[src/design/i2cse_pkg.sv]
// Shared package for the I2C status event sequencer.
// Holds queue sizing constants, operation, status and acknowledge codes,
// the control structs passed between modules and the pointer helpers.
package i2cse_pkg;

    // Queue sizing; pointer and count widths follow from the depth.
    localparam int QUEUE_DEPTH = 256;
    localparam int PTR_W       = $clog2(QUEUE_DEPTH);
    localparam int CNT_W       = $clog2(QUEUE_DEPTH + 1);

    // Fixed field widths of the stream payloads.
    localparam int BYTE_W   = 8;
    localparam int OP_W     = 2;
    localparam int STATUS_W = 5;
    localparam int LEVEL_W  = 9;
    localparam int S_DATA_W = 24;
    localparam int M_DATA_W = 48;

    typedef enum logic [OP_W-1:0] {
        OP_STATUS  = 2'd0,
        OP_PUSH    = 2'd1,
        OP_SET_LEN = 2'd2,
        OP_POP     = 2'd3
    } op_t;

    // Bus status codes, renumbered as the raw status divided by eight.
    typedef enum logic [STATUS_W-1:0] {
        ST_BUS_ERR       = 5'd0,
        ST_START         = 5'd1,
        ST_RSTART        = 5'd2,
        ST_AW_ACK        = 5'd3,
        ST_AW_NACK       = 5'd4,
        ST_CTX_ACK       = 5'd5,
        ST_CTX_NACK      = 5'd6,
        ST_ARB_LOST      = 5'd7,
        ST_AR_ACK        = 5'd8,
        ST_AR_NACK       = 5'd9,
        ST_CRX_ACK       = 5'd10,
        ST_CRX_NACK      = 5'd11,
        ST_OWN_AW        = 5'd12,
        ST_ARB_OWN_AW    = 5'd13,
        ST_GCALL         = 5'd14,
        ST_ARB_GCALL     = 5'd15,
        ST_PRX_ACK       = 5'd16,
        ST_PRX_NACK      = 5'd17,
        ST_GRX_ACK       = 5'd18,
        ST_GRX_NACK      = 5'd19,
        ST_STOP_RSTART   = 5'd20,
        ST_OWN_AR        = 5'd21,
        ST_ARB_OWN_AR    = 5'd22,
        ST_PTX_ACK       = 5'd23,
        ST_PTX_NACK      = 5'd24,
        ST_LAST_ACK      = 5'd25
    } status_t;

    typedef enum logic [1:0] {
        ACK_KEEP = 2'd0,
        ACK_ON   = 2'd1,
        ACK_OFF  = 2'd2
    } ack_t;

    // Decision for one item, produced in the cycle the item is taken.
    typedef struct packed {
        logic               wv;
        logic               take;
        ack_t               ack;
        logic               stop;
        logic               start;
        logic               clr;
        logic               rv;
        logic [LEVEL_W-1:0] tx_level;
        logic [LEVEL_W-1:0] rx_level;
        logic               ovf;
    } dec_t;

    // One queue memory access request.
    typedef struct packed {
        logic              we;
        logic [PTR_W-1:0]  waddr;
        logic [BYTE_W-1:0] wdata;
        logic              re;
        logic [PTR_W-1:0]  raddr;
    } ram_req_t;

    // Head plus count, modulo the queue depth (count below the depth).
    function automatic logic [PTR_W-1:0] wrap_add(input logic [PTR_W-1:0] ptr,
                                                  input logic [PTR_W:0]   cnt);
        logic [PTR_W:0] sum;
        sum = {1'b0, ptr} + cnt;
        if (sum >= (PTR_W+1)'(QUEUE_DEPTH)) begin
            sum = sum - (PTR_W+1)'(QUEUE_DEPTH);
        end
        return sum[PTR_W-1:0];
    endfunction

    // Pointer increment with wrap at the queue depth.
    function automatic logic [PTR_W-1:0] ptr_inc(input logic [PTR_W-1:0] ptr);
        logic [PTR_W-1:0] nxt;
        if (ptr == PTR_W'(QUEUE_DEPTH - 1)) begin
            nxt = '0;
        end else begin
            nxt = ptr + 1'b1;
        end
        return nxt;
    endfunction

endpackage

[src/design/i2cse_ram.sv]
// Generic single-port-write, single-port-read RAM with registered read data.
// Standalone; no package dependency.
module i2cse_ram #(
    parameter int WIDTH = 8,
    parameter int DEPTH = 256
) (
    input  logic                     aclk,
    input  logic                     we,
    input  logic [$clog2(DEPTH)-1:0] waddr,
    input  logic [WIDTH-1:0]         wdata,
    input  logic                     re,
    input  logic [$clog2(DEPTH)-1:0] raddr,
    output logic [WIDTH-1:0]         rdata
);

    logic [WIDTH-1:0] mem [DEPTH];
    logic [WIDTH-1:0] rdata_reg;

    // Write port and registered read port; read data holds when not enabled.
    always_ff @(posedge aclk) begin
        if (we) begin
            mem[waddr] <= wdata;
        end
        if (re) begin
            rdata_reg <= mem[raddr];
        end
    end

    assign rdata = rdata_reg;

endmodule

[src/design/i2cse_ctrl.sv]
// Queue pointers, receive length counter and status decode.
// Issues the queue memory accesses for each item; depends on i2cse_pkg.
module i2cse_ctrl (
    input  logic                           aclk,
    input  logic                           aresetn,
    input  logic                           item_accept,
    input  i2cse_pkg::op_t                 item_op,
    input  logic [i2cse_pkg::STATUS_W-1:0] item_status,
    input  logic [i2cse_pkg::BYTE_W-1:0]   item_bus_data,
    input  logic [i2cse_pkg::BYTE_W-1:0]   item_host_value,
    output i2cse_pkg::dec_t                dec,
    output i2cse_pkg::ram_req_t            tx_req,
    output i2cse_pkg::ram_req_t            rx_req
);
    import i2cse_pkg::*;

    logic [PTR_W-1:0]  tx_head_reg, tx_head_next;
    logic [CNT_W-1:0]  tx_count_reg, tx_count_next;
    logic [PTR_W-1:0]  rx_head_reg, rx_head_next;
    logic [CNT_W-1:0]  rx_count_reg, rx_count_next;
    logic [BYTE_W-1:0] rx_rem_reg, rx_rem_next;

    logic              tx_empty, tx_full, rx_full;
    logic              do_take, do_put;
    logic [CNT_W-1:0]  rx_count_put;
    logic [BYTE_W-1:0] rem_dec;

    assign tx_empty     = (tx_count_reg == '0);
    assign tx_full      = (tx_count_reg == CNT_W'(QUEUE_DEPTH));
    assign rx_full      = (rx_count_reg == CNT_W'(QUEUE_DEPTH));
    assign rx_count_put = rx_full ? rx_count_reg : rx_count_reg + 1'b1;
    assign rem_dec      = rx_rem_reg - 1'b1;

    // Decode the item and work out the next queue state.
    always_comb begin
        tx_head_next  = tx_head_reg;
        tx_count_next = tx_count_reg;
        rx_head_next  = rx_head_reg;
        rx_count_next = rx_count_reg;
        rx_rem_next   = rx_rem_reg;
        dec           = '0;
        do_take       = 1'b0;
        do_put        = 1'b0;

        tx_req.we    = 1'b0;
        tx_req.waddr = wrap_add(tx_head_reg, (PTR_W+1)'(tx_count_reg));
        tx_req.wdata = item_host_value;
        tx_req.re    = 1'b0;
        tx_req.raddr = tx_head_reg;
        rx_req.we    = 1'b0;
        rx_req.waddr = wrap_add(rx_head_reg, (PTR_W+1)'(rx_count_reg));
        rx_req.wdata = item_bus_data;
        rx_req.re    = 1'b0;
        rx_req.raddr = rx_head_reg;

        if (item_accept) begin
            unique case (item_op)
                OP_STATUS: begin
                    dec.clr = 1'b1;
                    unique case (item_status) inside
                        ST_CTX_ACK: begin
                            dec.ack = ACK_ON;
                            if (tx_empty) begin
                                dec.stop = 1'b1;
                            end else begin
                                do_take = 1'b1;
                            end
                        end
                        ST_START, ST_RSTART, ST_AW_ACK: begin
                            if (!tx_empty) begin
                                do_take = 1'b1;
                                dec.ack = ACK_ON;
                            end
                        end
                        ST_BUS_ERR, ST_AW_NACK, ST_CTX_NACK, ST_AR_NACK: begin
                            dec.ack  = ACK_ON;
                            dec.stop = 1'b1;
                        end
                        ST_ARB_LOST, ST_ARB_OWN_AW, ST_ARB_GCALL, ST_ARB_OWN_AR: begin
                            dec.ack   = ACK_ON;
                            dec.start = 1'b1;
                        end
                        ST_AR_ACK, ST_OWN_AW, ST_GCALL, ST_PRX_NACK, ST_GRX_NACK,
                        ST_STOP_RSTART, ST_PTX_NACK, ST_LAST_ACK: begin
                            dec.ack = ACK_ON;
                        end
                        ST_CRX_ACK: begin
                            do_put      = 1'b1;
                            rx_rem_next = rem_dec;
                            dec.ack     = (rem_dec == '0) ? ACK_OFF : ACK_ON;
                        end
                        ST_CRX_NACK: begin
                            do_put   = 1'b1;
                            dec.ack  = ACK_ON;
                            dec.stop = 1'b1;
                        end
                        ST_PRX_ACK: begin
                            do_put  = 1'b1;
                            dec.ack = (32'(rx_count_put) == 32'(rx_rem_reg)) ? ACK_OFF
                                                                              : ACK_ON;
                        end
                        ST_GRX_ACK: begin
                            do_put  = 1'b1;
                            dec.ack = ACK_OFF;
                        end
                        ST_OWN_AR, ST_PTX_ACK: begin
                            // Empty queue sends the default byte instead.
                            dec.wv  = 1'b1;
                            dec.ack = ACK_ON;
                            do_take = !tx_empty;
                        end
                        default: begin
                            // Unused codes only clear the interrupt.
                        end
                    endcase
                end
                OP_PUSH: begin
                    if (tx_full) begin
                        dec.ovf = 1'b1;
                    end else begin
                        tx_req.we     = 1'b1;
                        tx_count_next = tx_count_reg + 1'b1;
                    end
                end
                OP_SET_LEN: begin
                    rx_rem_next = item_host_value;
                end
                OP_POP: begin
                    if (rx_count_reg != '0) begin
                        dec.rv        = 1'b1;
                        rx_req.re     = 1'b1;
                        rx_head_next  = ptr_inc(rx_head_reg);
                        rx_count_next = rx_count_reg - 1'b1;
                    end
                end
                default: begin
                end
            endcase
        end

        // Take the head of the transmit queue.
        if (do_take) begin
            dec.wv        = 1'b1;
            dec.take      = 1'b1;
            tx_req.re     = 1'b1;
            tx_head_next  = ptr_inc(tx_head_reg);
            tx_count_next = tx_count_reg - 1'b1;
        end

        // Store a received byte, or flag it dropped when the queue is full.
        if (do_put) begin
            if (rx_full) begin
                dec.ovf = 1'b1;
            end else begin
                rx_req.we     = 1'b1;
                rx_count_next = rx_count_reg + 1'b1;
            end
        end

        dec.tx_level = LEVEL_W'(tx_count_next);
        dec.rx_level = LEVEL_W'(rx_count_next);
    end

    // Queue state registers.
    always_ff @(posedge aclk) begin
        if (!aresetn) begin
            tx_head_reg  <= '0;
            tx_count_reg <= '0;
            rx_head_reg  <= '0;
            rx_count_reg <= '0;
            rx_rem_reg   <= '0;
        end else begin
            tx_head_reg  <= tx_head_next;
            tx_count_reg <= tx_count_next;
            rx_head_reg  <= rx_head_next;
            rx_count_reg <= rx_count_next;
            rx_rem_reg   <= rx_rem_next;
        end
    end

`ifndef ASSERT_OFF
    // Fill counts never pass the queue depth.
    assert property (@(posedge aclk) disable iff (!aresetn)
        (tx_count_reg <= CNT_W'(QUEUE_DEPTH)) && (rx_count_reg <= CNT_W'(QUEUE_DEPTH)))
        else $error("queue count beyond depth");

    // A transmit read is only issued while the queue holds a byte.
    assert property (@(posedge aclk) disable iff (!aresetn)
        tx_req.re |-> !tx_empty && !tx_req.we)
        else $error("transmit read from empty queue");

    // An accepted push to a queue with room grows the count by one.
    assert property (@(posedge aclk) disable iff (!aresetn)
        item_accept && item_op == OP_PUSH && !tx_full
        |=> tx_count_reg == $past(tx_count_reg) + 1'b1)
        else $error("push did not advance transmit count");
`endif

endmodule

[src/design/i2c_status_event_sequencer_top.sv]
// An input beat passes the item stage register, then the output register.
// Throughput: one item per cycle unless the output stalls; per item at most
// one queue memory access, whose registered read sets the two-stage pipeline.
// Reset (aresetn low, synchronous): queues empty, receive length zero,
// default transmit byte zero, both channels idle. No clearing pass is needed.
// Top level of the I2C status event sequencer; depends on i2cse_pkg,
// i2cse_ctrl and i2cse_ram.
module i2c_status_event_sequencer_top (
    input  logic                           aclk,
    input  logic                           aresetn,
    // Configuration write: default transmit byte.
    input  logic                           cfg_valid,
    output logic                           cfg_ready,
    input  logic [i2cse_pkg::BYTE_W-1:0]   cfg_data,
    // Input beats.
    input  logic                           s_tvalid,
    output logic                           s_tready,
    // status[4:0], bus_data[12:5], host_value[20:13], zero[23:21]
    input  logic [i2cse_pkg::S_DATA_W-1:0] s_tdata,
    // op[1:0]
    input  logic [i2cse_pkg::OP_W-1:0]     s_tuser,
    // Result beats.
    output logic                           m_tvalid,
    input  logic                           m_tready,
    // write_valid[0], write_byte[8:1], ack_action[10:9], send_stop[11],
    // send_start[12], clear_interrupt[13], rx_valid[14], rx_byte[22:15],
    // tx_level[31:23], rx_level[40:32], overflow[41], zero[47:42]
    output logic [i2cse_pkg::M_DATA_W-1:0] m_tdata
);
    import i2cse_pkg::*;

    logic              accept;
    logic              s1_adv;
    dec_t              dec;
    ram_req_t          tx_req, rx_req;
    logic [BYTE_W-1:0] tx_rdata, rx_rdata;

    logic [BYTE_W-1:0]   dflt_reg, dflt_next;
    logic                s1_valid_reg, s1_valid_next;
    dec_t                s1_dec_reg, s1_dec_next;
    logic [BYTE_W-1:0]   s1_wbc_reg, s1_wbc_next;
    logic                m_valid_reg, m_valid_next;
    logic [M_DATA_W-1:0] m_data_reg, m_data_next;
    logic [BYTE_W-1:0]   wbyte, rbyte;

    // Handshakes: the item stage advances whenever the output register frees.
    assign cfg_ready = 1'b1;
    assign s1_adv    = s1_valid_reg && (!m_valid_reg || m_tready);
    assign s_tready  = !s1_valid_reg || s1_adv;
    assign accept    = s_tvalid && s_tready;
    assign m_tvalid  = m_valid_reg;
    assign m_tdata   = m_data_reg;

    i2cse_ctrl u_ctrl (
        .aclk            (aclk),
        .aresetn         (aresetn),
        .item_accept     (accept),
        .item_op         (op_t'(s_tuser)),
        .item_status     (s_tdata[4:0]),
        .item_bus_data   (s_tdata[12:5]),
        .item_host_value (s_tdata[20:13]),
        .dec             (dec),
        .tx_req          (tx_req),
        .rx_req          (rx_req)
    );

    i2cse_ram #(.WIDTH(BYTE_W), .DEPTH(QUEUE_DEPTH)) u_tx_ram (
        .aclk  (aclk),
        .we    (tx_req.we),
        .waddr (tx_req.waddr),
        .wdata (tx_req.wdata),
        .re    (tx_req.re),
        .raddr (tx_req.raddr),
        .rdata (tx_rdata)
    );

    i2cse_ram #(.WIDTH(BYTE_W), .DEPTH(QUEUE_DEPTH)) u_rx_ram (
        .aclk  (aclk),
        .we    (rx_req.we),
        .waddr (rx_req.waddr),
        .wdata (rx_req.wdata),
        .re    (rx_req.re),
        .raddr (rx_req.raddr),
        .rdata (rx_rdata)
    );

    // Item stage, configuration and output register next values.
    always_comb begin
        dflt_next     = cfg_valid ? cfg_data : dflt_reg;
        s1_valid_next = accept || (s1_valid_reg && !s1_adv);
        s1_dec_next   = accept ? dec : s1_dec_reg;
        s1_wbc_next   = s1_wbc_reg;
        if (accept) begin
            s1_wbc_next = (dec.wv && !dec.take) ? dflt_reg : '0;
        end

        // Memory read data joins the decision as the item leaves the stage.
        wbyte = s1_dec_reg.take ? tx_rdata : s1_wbc_reg;
        rbyte = s1_dec_reg.rv ? rx_rdata : '0;

        m_valid_next = s1_adv || (m_valid_reg && !m_tready);
        m_data_next  = m_data_reg;
        if (s1_adv) begin
            m_data_next = {6'b0, s1_dec_reg.ovf, s1_dec_reg.rx_level,
                           s1_dec_reg.tx_level, rbyte, s1_dec_reg.rv,
                           s1_dec_reg.clr, s1_dec_reg.start, s1_dec_reg.stop,
                           s1_dec_reg.ack, wbyte, s1_dec_reg.wv};
        end
    end

    // Control and payload registers.
    always_ff @(posedge aclk) begin
        if (!aresetn) begin
            dflt_reg     <= '0;
            s1_valid_reg <= 1'b0;
            m_valid_reg  <= 1'b0;
        end else begin
            dflt_reg     <= dflt_next;
            s1_valid_reg <= s1_valid_next;
            m_valid_reg  <= m_valid_next;
        end
        s1_dec_reg <= s1_dec_next;
        s1_wbc_reg <= s1_wbc_next;
        m_data_reg <= m_data_next;
    end

`ifndef ASSERT_OFF
    // A full item stage behind a stalled output must refuse new beats.
    assert property (@(posedge aclk) disable iff (!aresetn)
        s1_valid_reg && m_valid_reg && !m_tready |-> !s_tready)
        else $error("input taken while pipeline is blocked");

    // An item leaving the stage is offered on the output next cycle.
    assert property (@(posedge aclk) disable iff (!aresetn)
        s1_adv |=> m_valid_reg)
        else $error("advanced item not offered");

    // A result beat that is held off stays offered and unchanged.
    assert property (@(posedge aclk) disable iff (!aresetn)
        m_tvalid && !m_tready |=> m_tvalid && $stable(m_tdata))
        else $error("stalled result beat changed");
`endif

endmodule

[config.mk]
export PLATFORM = sky130hd
export DESIGN_NAME = i2c_status_event_sequencer_top
export DESIGN_NICKNAME = d
export VERILOG_FILES = /design/src/design/i2cse_pkg.sv /design/src/design/i2cse_ram.sv /design/src/design/i2cse_ctrl.sv /design/src/design/i2c_status_event_sequencer_top.sv
export SDC_FILE = /design/constraint.sdc
export NUM_CORES = 2
export LEC_CHECK = 0
export BUFFER_PORTS_ARGS = -buffer_cell sky130_fd_sc_hd__buf_2
export CORE_MARGIN = 2
export CORE_UTILIZATION = 25
export DETAILED_ROUTE_END_ITERATION = 10
export GPL_TIMING_DRIVEN = 0
export PLACE_DENSITY = 0.47
export SYNTH_ARGS = -nofsm -noshare
export SYNTH_HDL_FRONTEND = slang
export SYNTH_SLANG_ARGS = --single-unit
export TNS_END_PERCENT = 10
[constraint.sdc]
create_clock -name aclk -period 3.4 [get_ports aclk]
set_input_delay 0.17 -clock aclk [delete_from_list [all_inputs] [get_ports aclk]]
set_output_delay 0.17 -clock aclk [all_outputs]
set_load 0.05 [all_outputs]
# Word level (Yosys, flattened, before mapping)
# Memories as Yosys holds them, arrays and structs flattened. A register that Yosys moved wholly into a read port is not among the register bits.
# Cells that the tools add are included.
dict set report classes {
  n_reduce_logical 30
  n_mux 53
  n_eq_ne 34
  addsub 11
  order_cmp 2
}
# operator n
set ops {}
lappend ops {{9-bit 2-to-1 mux} 10}
lappend ops {{5-bit == test (second input constant)} 10}
lappend ops {{8-bit 2-to-1 mux} 6}
lappend ops {{5-bit by 4-bit == test with 1-bit output (second input constant)} 8}
lappend ops {{1-bit 2-to-1 mux} 30}
lappend ops {{8-bit by 1-bit subtractor with 8-bit output (second input constant)} 3}
lappend ops {{5-bit by 3-bit == test with 1-bit output (second input constant)} 4}
lappend ops {{20-bit OR reduction} 1}
lappend ops {{8-bit by 9-bit adder with 9-bit output} 2}
lappend ops {{9-bit by 1-bit adder with 9-bit output (second input constant)} 2}
lappend ops {{9-bit == test (second input constant)} 2}
lappend ops {{9-bit greater-or-equal comparator (second input constant)} 2}
lappend ops {{9-bit by 1-bit subtractor with 9-bit output (second input constant)} 2}
lappend ops {{8-bit by 1-bit adder with 8-bit output (second input constant)} 2}
lappend ops {{8-bit == test (second input constant)} 2}
lappend ops {{8-bit one-hot mux with 2 select lines} 1}
lappend ops {{4-bit OR reduction} 3}
lappend ops {{5-bit by 2-bit == test with 1-bit output (second input constant)} 2}
lappend ops {{2-bit one-hot mux with 5 select lines} 1}
lappend ops {{9-bit by 8-bit == test with 1-bit output} 1}
lappend ops {{9-bit zero test} 1}
lappend ops {{9-bit nonzero test} 1}
lappend ops {{8-bit zero test} 1}
lappend ops {{1-bit zero test} 6}
lappend ops {{other kinds (15)} 27}
dict set report word_totals {
  inputBits 39
  mem_count 2
  out_inout_bits 51
  wordCells 153
  regBits 129
  ramBits 4096
}
# memory words width read_ports rd_clocked_by_memory_dff wr line
set mem_list {}
lappend mem_list {u_rx_ram.mem 256 8 1 1 1 i2cse_ram.sv:16} ;# logic [WIDTH-1:0] mem [DEPTH];
lappend mem_list {u_tx_ram.mem 256 8 1 1 1 i2cse_ram.sv:16}

# Longest topological paths before layout
dict set report depth {
  ltp_word 9
  mapped_depth 14
  depth_no_buf 9
}

# Cells and area by module
# From an unflattened synthesis, not the netlist that was laid out.
dict set report unflattened {
  hier_cells 8111
  area_unflattened_um2 166045.5
}
# mod seq_area_each_um2 area_each_um2 n_inst cells_each
set modules_own_cells {}
lappend modules_own_cells {i2cse_ram 61739.2 79636.4 2 3733}
lappend modules_own_cells {i2cse_ctrl 840.8 3776.1 1 499}
lappend modules_own_cells {i2c_status_event_sequencer_top 2512.4 2996.6 1 146}

# Worst setup path after synthesis
# Ideal clock, no wire load.
dict set report synth_timing {
  path_type {register -> register}
  from {reg m_valid_reg, in the netlist m_tvalid}
  to {mem u_tx_ram.mem[152][0], enable pin}
  arrival_time_ns 3.293
  path_buffers 2
  path_stages_with_launch 10
  setup_time_ns 0.383
  path_slack_ns -0.277
  t_required_ns 3.017
  synth_period_minus_slack_ns 3.677
  path_cell_list {dfxtp_1 nand3b_1 or3b_1 a21oi_2 or3b_1 or2_1 buf_2 nand2b_1 buf_6 nor3_1}
}
dict set report synth_between {
  elab_chain_len 8
}
# item line
set synth_lines {}
lappend synth_lines {{start, declared} i2c_status_event_sequencer_top.sv:42} ;# logic m_valid_reg, m_valid_next;
lappend synth_lines {{start signal, assigned} i2c_status_event_sequencer_top.sv:120} ;# m_valid_reg <= m_valid_next;
lappend synth_lines {{1-bit zero test} i2c_status_event_sequencer_top.sv:48} ;# assign s1_adv = s1_valid_reg && (!m_valid_reg || m_tready);
lappend synth_lines {{1-bit logical OR} i2c_status_event_sequencer_top.sv:48}
lappend synth_lines {{1-bit logical AND} i2c_status_event_sequencer_top.sv:48}
lappend synth_lines {{1-bit logical OR} i2c_status_event_sequencer_top.sv:49} ;# assign s_tready = !s1_valid_reg || s1_adv;
lappend synth_lines {{net s_tready} i2c_status_event_sequencer_top.sv:17} ;# output logic s_tready,
lappend synth_lines {{1-bit logical AND} i2c_status_event_sequencer_top.sv:50} ;# assign accept = s_tvalid && s_tready;
lappend synth_lines {{1-bit 2-to-1 mux} i2cse_ctrl.sv:56} ;# if (item_accept) begin
lappend synth_lines {{1-bit 2-to-1 mux} i2cse_ram.sv:21} ;# if (we) begin
lappend synth_lines {{1-bit 2-to-1 mux (not written as such)} i2cse_ram.sv:22} ;# mem[waddr] <= wdata;
lappend synth_lines {{end, declared} i2cse_ram.sv:16}
# The timed path passes the listed nets, and every way through them passes these cells.

==> impl_metrics.toml <==
[sta]
setup_ws_ps = -1550
fmax_mhz = 202
fin_crit_sh = 1.46
fin_crit_ps = 4950
hold_viol = 0
maxSlewViolCount = 40
fin_skew_ps = 59.6
tns_ps = -2611820
tightest_slew_ps = 1710
slew_headroom = -0.137
rsz0062_at_grt = "yes"
setup_viol = 3787

[worst_setup_path]
r2r_slack_ps = -1550
cp_data_arrival_time_ps = 5770
crit_start = "u_ctrl.rx_head_reg[4]"
cpMaxStageDelayCell = "mux2i_1"
start_kind = "flop"
crit_chain = "buf_4 -> clkinv_1 -> buf_2 -> clkbuf_2 -> mux2i_1 -> o21ai_0 -> and4_1"
cp_data_required_time_ps = 4220
critPathMaxFanout = 11
criticalPathCategory = "reg -> reg"
end_kind = "flop"
slowest_delay_ps = 890
worstRegToRegCells = 7
r2r-end = "u_rx_ram.rdata[5]"
regToRegStartpoint = "u_ctrl.rx_head_reg[4]"

[floorplanning]
die_y_um = 822
die-area_um2 = 676000
core-area_um2 = 667000
rows = 300
dieWidth_um = 822
start_util = 0.251
ios = 90

[global_route]
overflow = 0
grt_pass1_vias = 91125
grt_usage = 0.202
grt_start_max_net_pins = 165
antenna_found_initial = 71
grt_pass1_wl_mm = 910

[clock_tree]
cts_made_buffers = 425
htree_levels = 5
clock-sinks = 4241
clockBufferDepth = 4
cts_tree = "built"
worstSkewPairLatency_ps = 1080
clk_pin_slew_ps = 70
cts-root-buf = "clkbuf_16"

[outcome]
violations = "capacitance limit, slew limit, setup timing"
outcome = "finished with violations"

[layout]
seqCellArea_um2 = 127000
drive_gt1_frac = 0.347
final_cells = 18351
num-fill-cells = 64291
nNetsFinal = 9130
multiInputGateArea_um2 = 41800
fin_area_um2 = 206000
area_growth_pct = 23.0

[drt]
routed_wl_mm = 711
vias_per_cell = 5.27
ant_nets = 0
first_iter_violations = 15612
drt_first_pass_iters = 6
wire_per_inst_um = 38.8
via_count = 96698
drc = 0

[power_and_ir_drop]
clkPwrFrac = 0.420
p_seq_frac = 0.521
powerDensity_nw_per_um2 = 539
ir_worst_vdd_v = 0.000429
leakage_nw = 61.6
swShare = 0.231
switching_power_mw = 25.6
power_mw = 111
internal_power_mw = 85.2
combPwrFrac = 0.059

[worst_hold_path]
whs_endpoint = "s1_dec_reg[18]"
whs_path_depth = 5
min_path_type = "in -> reg"
min_from = "s_tdata[0]"

[logic_synthesis]
yosysTopAreaCell = "edfxtp_1"
synth-edff-count = 4189
synthArstFlopShare = 0
synth.top_cell.area_share = 0.751
ys_warn_count = 0
synth_flop_cell = "edfxtp_1"
syn_inst = 8012
synth_area_leaders = "edfxtp_1 (75%), mux4_2 (14%), mux2i_1 (1.9%)"
yosysSeqAreaShare = 0.758
synth_seq_cells = 4241
netlist_area_um2 = 167000
synth.distinct_cells = 93
synthTopCellsByCount = "edfxtp_1 (4189), mux4_2 (1030), nor3_1 (401), mux2i_1 (315), a21oi_1 (272)"
synth_area_per_cell_um2 = 20.9
yosys.cell_count.top_type = "edfxtp_1"

[placed_design]
placed_area_um2 = 183000
numPortBuffers = 75
finalWeightedCongestion = 0.968
place_inst = 17168
place_hpwl_mm = 465
place_ws_ps = -3300

[flow_run]
maxCapViolations = 4
## critical path, delay by kind of cell, from the launching register on
| kind | cells | cell delay [ps] |
|---|---|---|
| muxes | 1 | 890 |
| and+or+nand+nor | 1 | 450 |
| DFF | 1 | 400 |
| buffers and inverters | 4 | 2230 |
| AOI/OAI and AO/OA | 1 | 640 |
## power by group through the flow
| stage | combinational (mW) | sequential [mW] | clock [mW] |
|---|---|---|---|
| floorplan | 2.50 | 58.8 | 0 |
| global placement | 5.28 | 59.0 | 0 |
| detailed placement | 5.55 | 58.8 | 0 |
| CTS | 6.26 | 57.7 | 46.9 |
| global route | 6.67 | 57.7 | 48.7 |
| finish | 6.56 | 57.7 | 46.6 |
## cell type report
| class | instances | share of cell area |
|---|---|---|
| multi-input cells | 3204 | 0.203 |
| clock buffers | 541 | 0.0552 |
| repair buffers | 628 | 0.0344 |
| clock inverters | 238 | 0.00974 |
| diodes | 23 | 0.000280 |
| plain buffers | 530 | 0.0265 |
| inverters | 37 | 0.000693 |
| well taps | 8909 | 0.0542 |
| flip-flops and latches | 4241 | 0.616 |
## per-layer routing
| layer | track usage | wire [um] | vias to the layer above |
|---|---|---|---|
| li1 | - | - | 35921 |
| met1 | 0.259 | 268000 | 52537 |
| met2 | 0.315 | 323000 | 6654 |
| met3 | 0.0506 | 73700 | 1568 |
| met4 | 0.108 | 46600 | 18 |
| met5 | 0 | 116 | - |
## layout by cell type, fill, tap and decap left out, types with 71 or more instances in the layout
cell type / count
buf_8: 79
clkbuf_16: 440
mux2i_1: 303
nand2_1: 141
buf_6: 140
nor3_4: 128
nor2_1: 99
nand3_1: 94
nor3_2: 237
a21oi_2: 93
buf_16: 71
o21ai_0: 81
clkinv_1: 102
clkbuf_1: 206
a21oi_1: 153
buf_2: 117
mux4_2: 1030
buf_4: 308
buf_12: 142
clkinv_2: 77
edfxtp_1: 4189
## worst max-delay path by stage
stage	end	slack, ps
3_3_place_gp	u_tx_ram.rdata[5]	-5810
2_1_floorplan	u_tx_ram.mem[0][0]	-240
4_1_cts	u_rx_ram.mem[169][1]	-1570
5_1_grt	u_tx_ram.mem[219][1]	-1490
3_5_place_dp	u_tx_ram.rdata[5]	-3300
6_report	u_rx_ram.rdata[5]	-1550
## timing repair
| item | CTS | global route |
|---|---|---|
| cloned | 0 | 1 |
| pin swaps | 81 | 87 |
| endpoints found under the hold margin | 2205 | 0 |
| endpoints found under the setup margin | 4138 | 4137 |
| hold buffers | 60 | 0 |
| setup buffers | 200 | 118 |
| resized for setup | 989 | 351 |
## stage by stage
step / utilization / hold WS (ps)
after floorplan: - / 269
after global placement: 0.268 / 403
after detailed placement: 0.274 / 407
after CTS: 0.304 / 5.51
after global routing: 0.308 / 94.7
final: 0.308 / 59.0
## kinds of logic (layout without fill, tap and decap cells)
| family | count (synthesis) | in the layout | share of synthesized area |
|---|---|---|---|
| flops | 4241 | 4241 | 0.758 |
| fa+ha+maj | 24 | 24 | 0.00188 |
| compound gates | 740 | 740 | 0.0288 |
| simple gates | 1003 | 1003 | 0.0301 |
| mux | 1363 | 1363 | 0.159 |
| xor+xnor | 67 | 67 | 0.00350 |
| buf+inv | 572 | 1974 | 0.0190 |
| other cells | 2 | 30 | 0.0000449 |
Note: power is estimated with default switching activity, not from simulation.
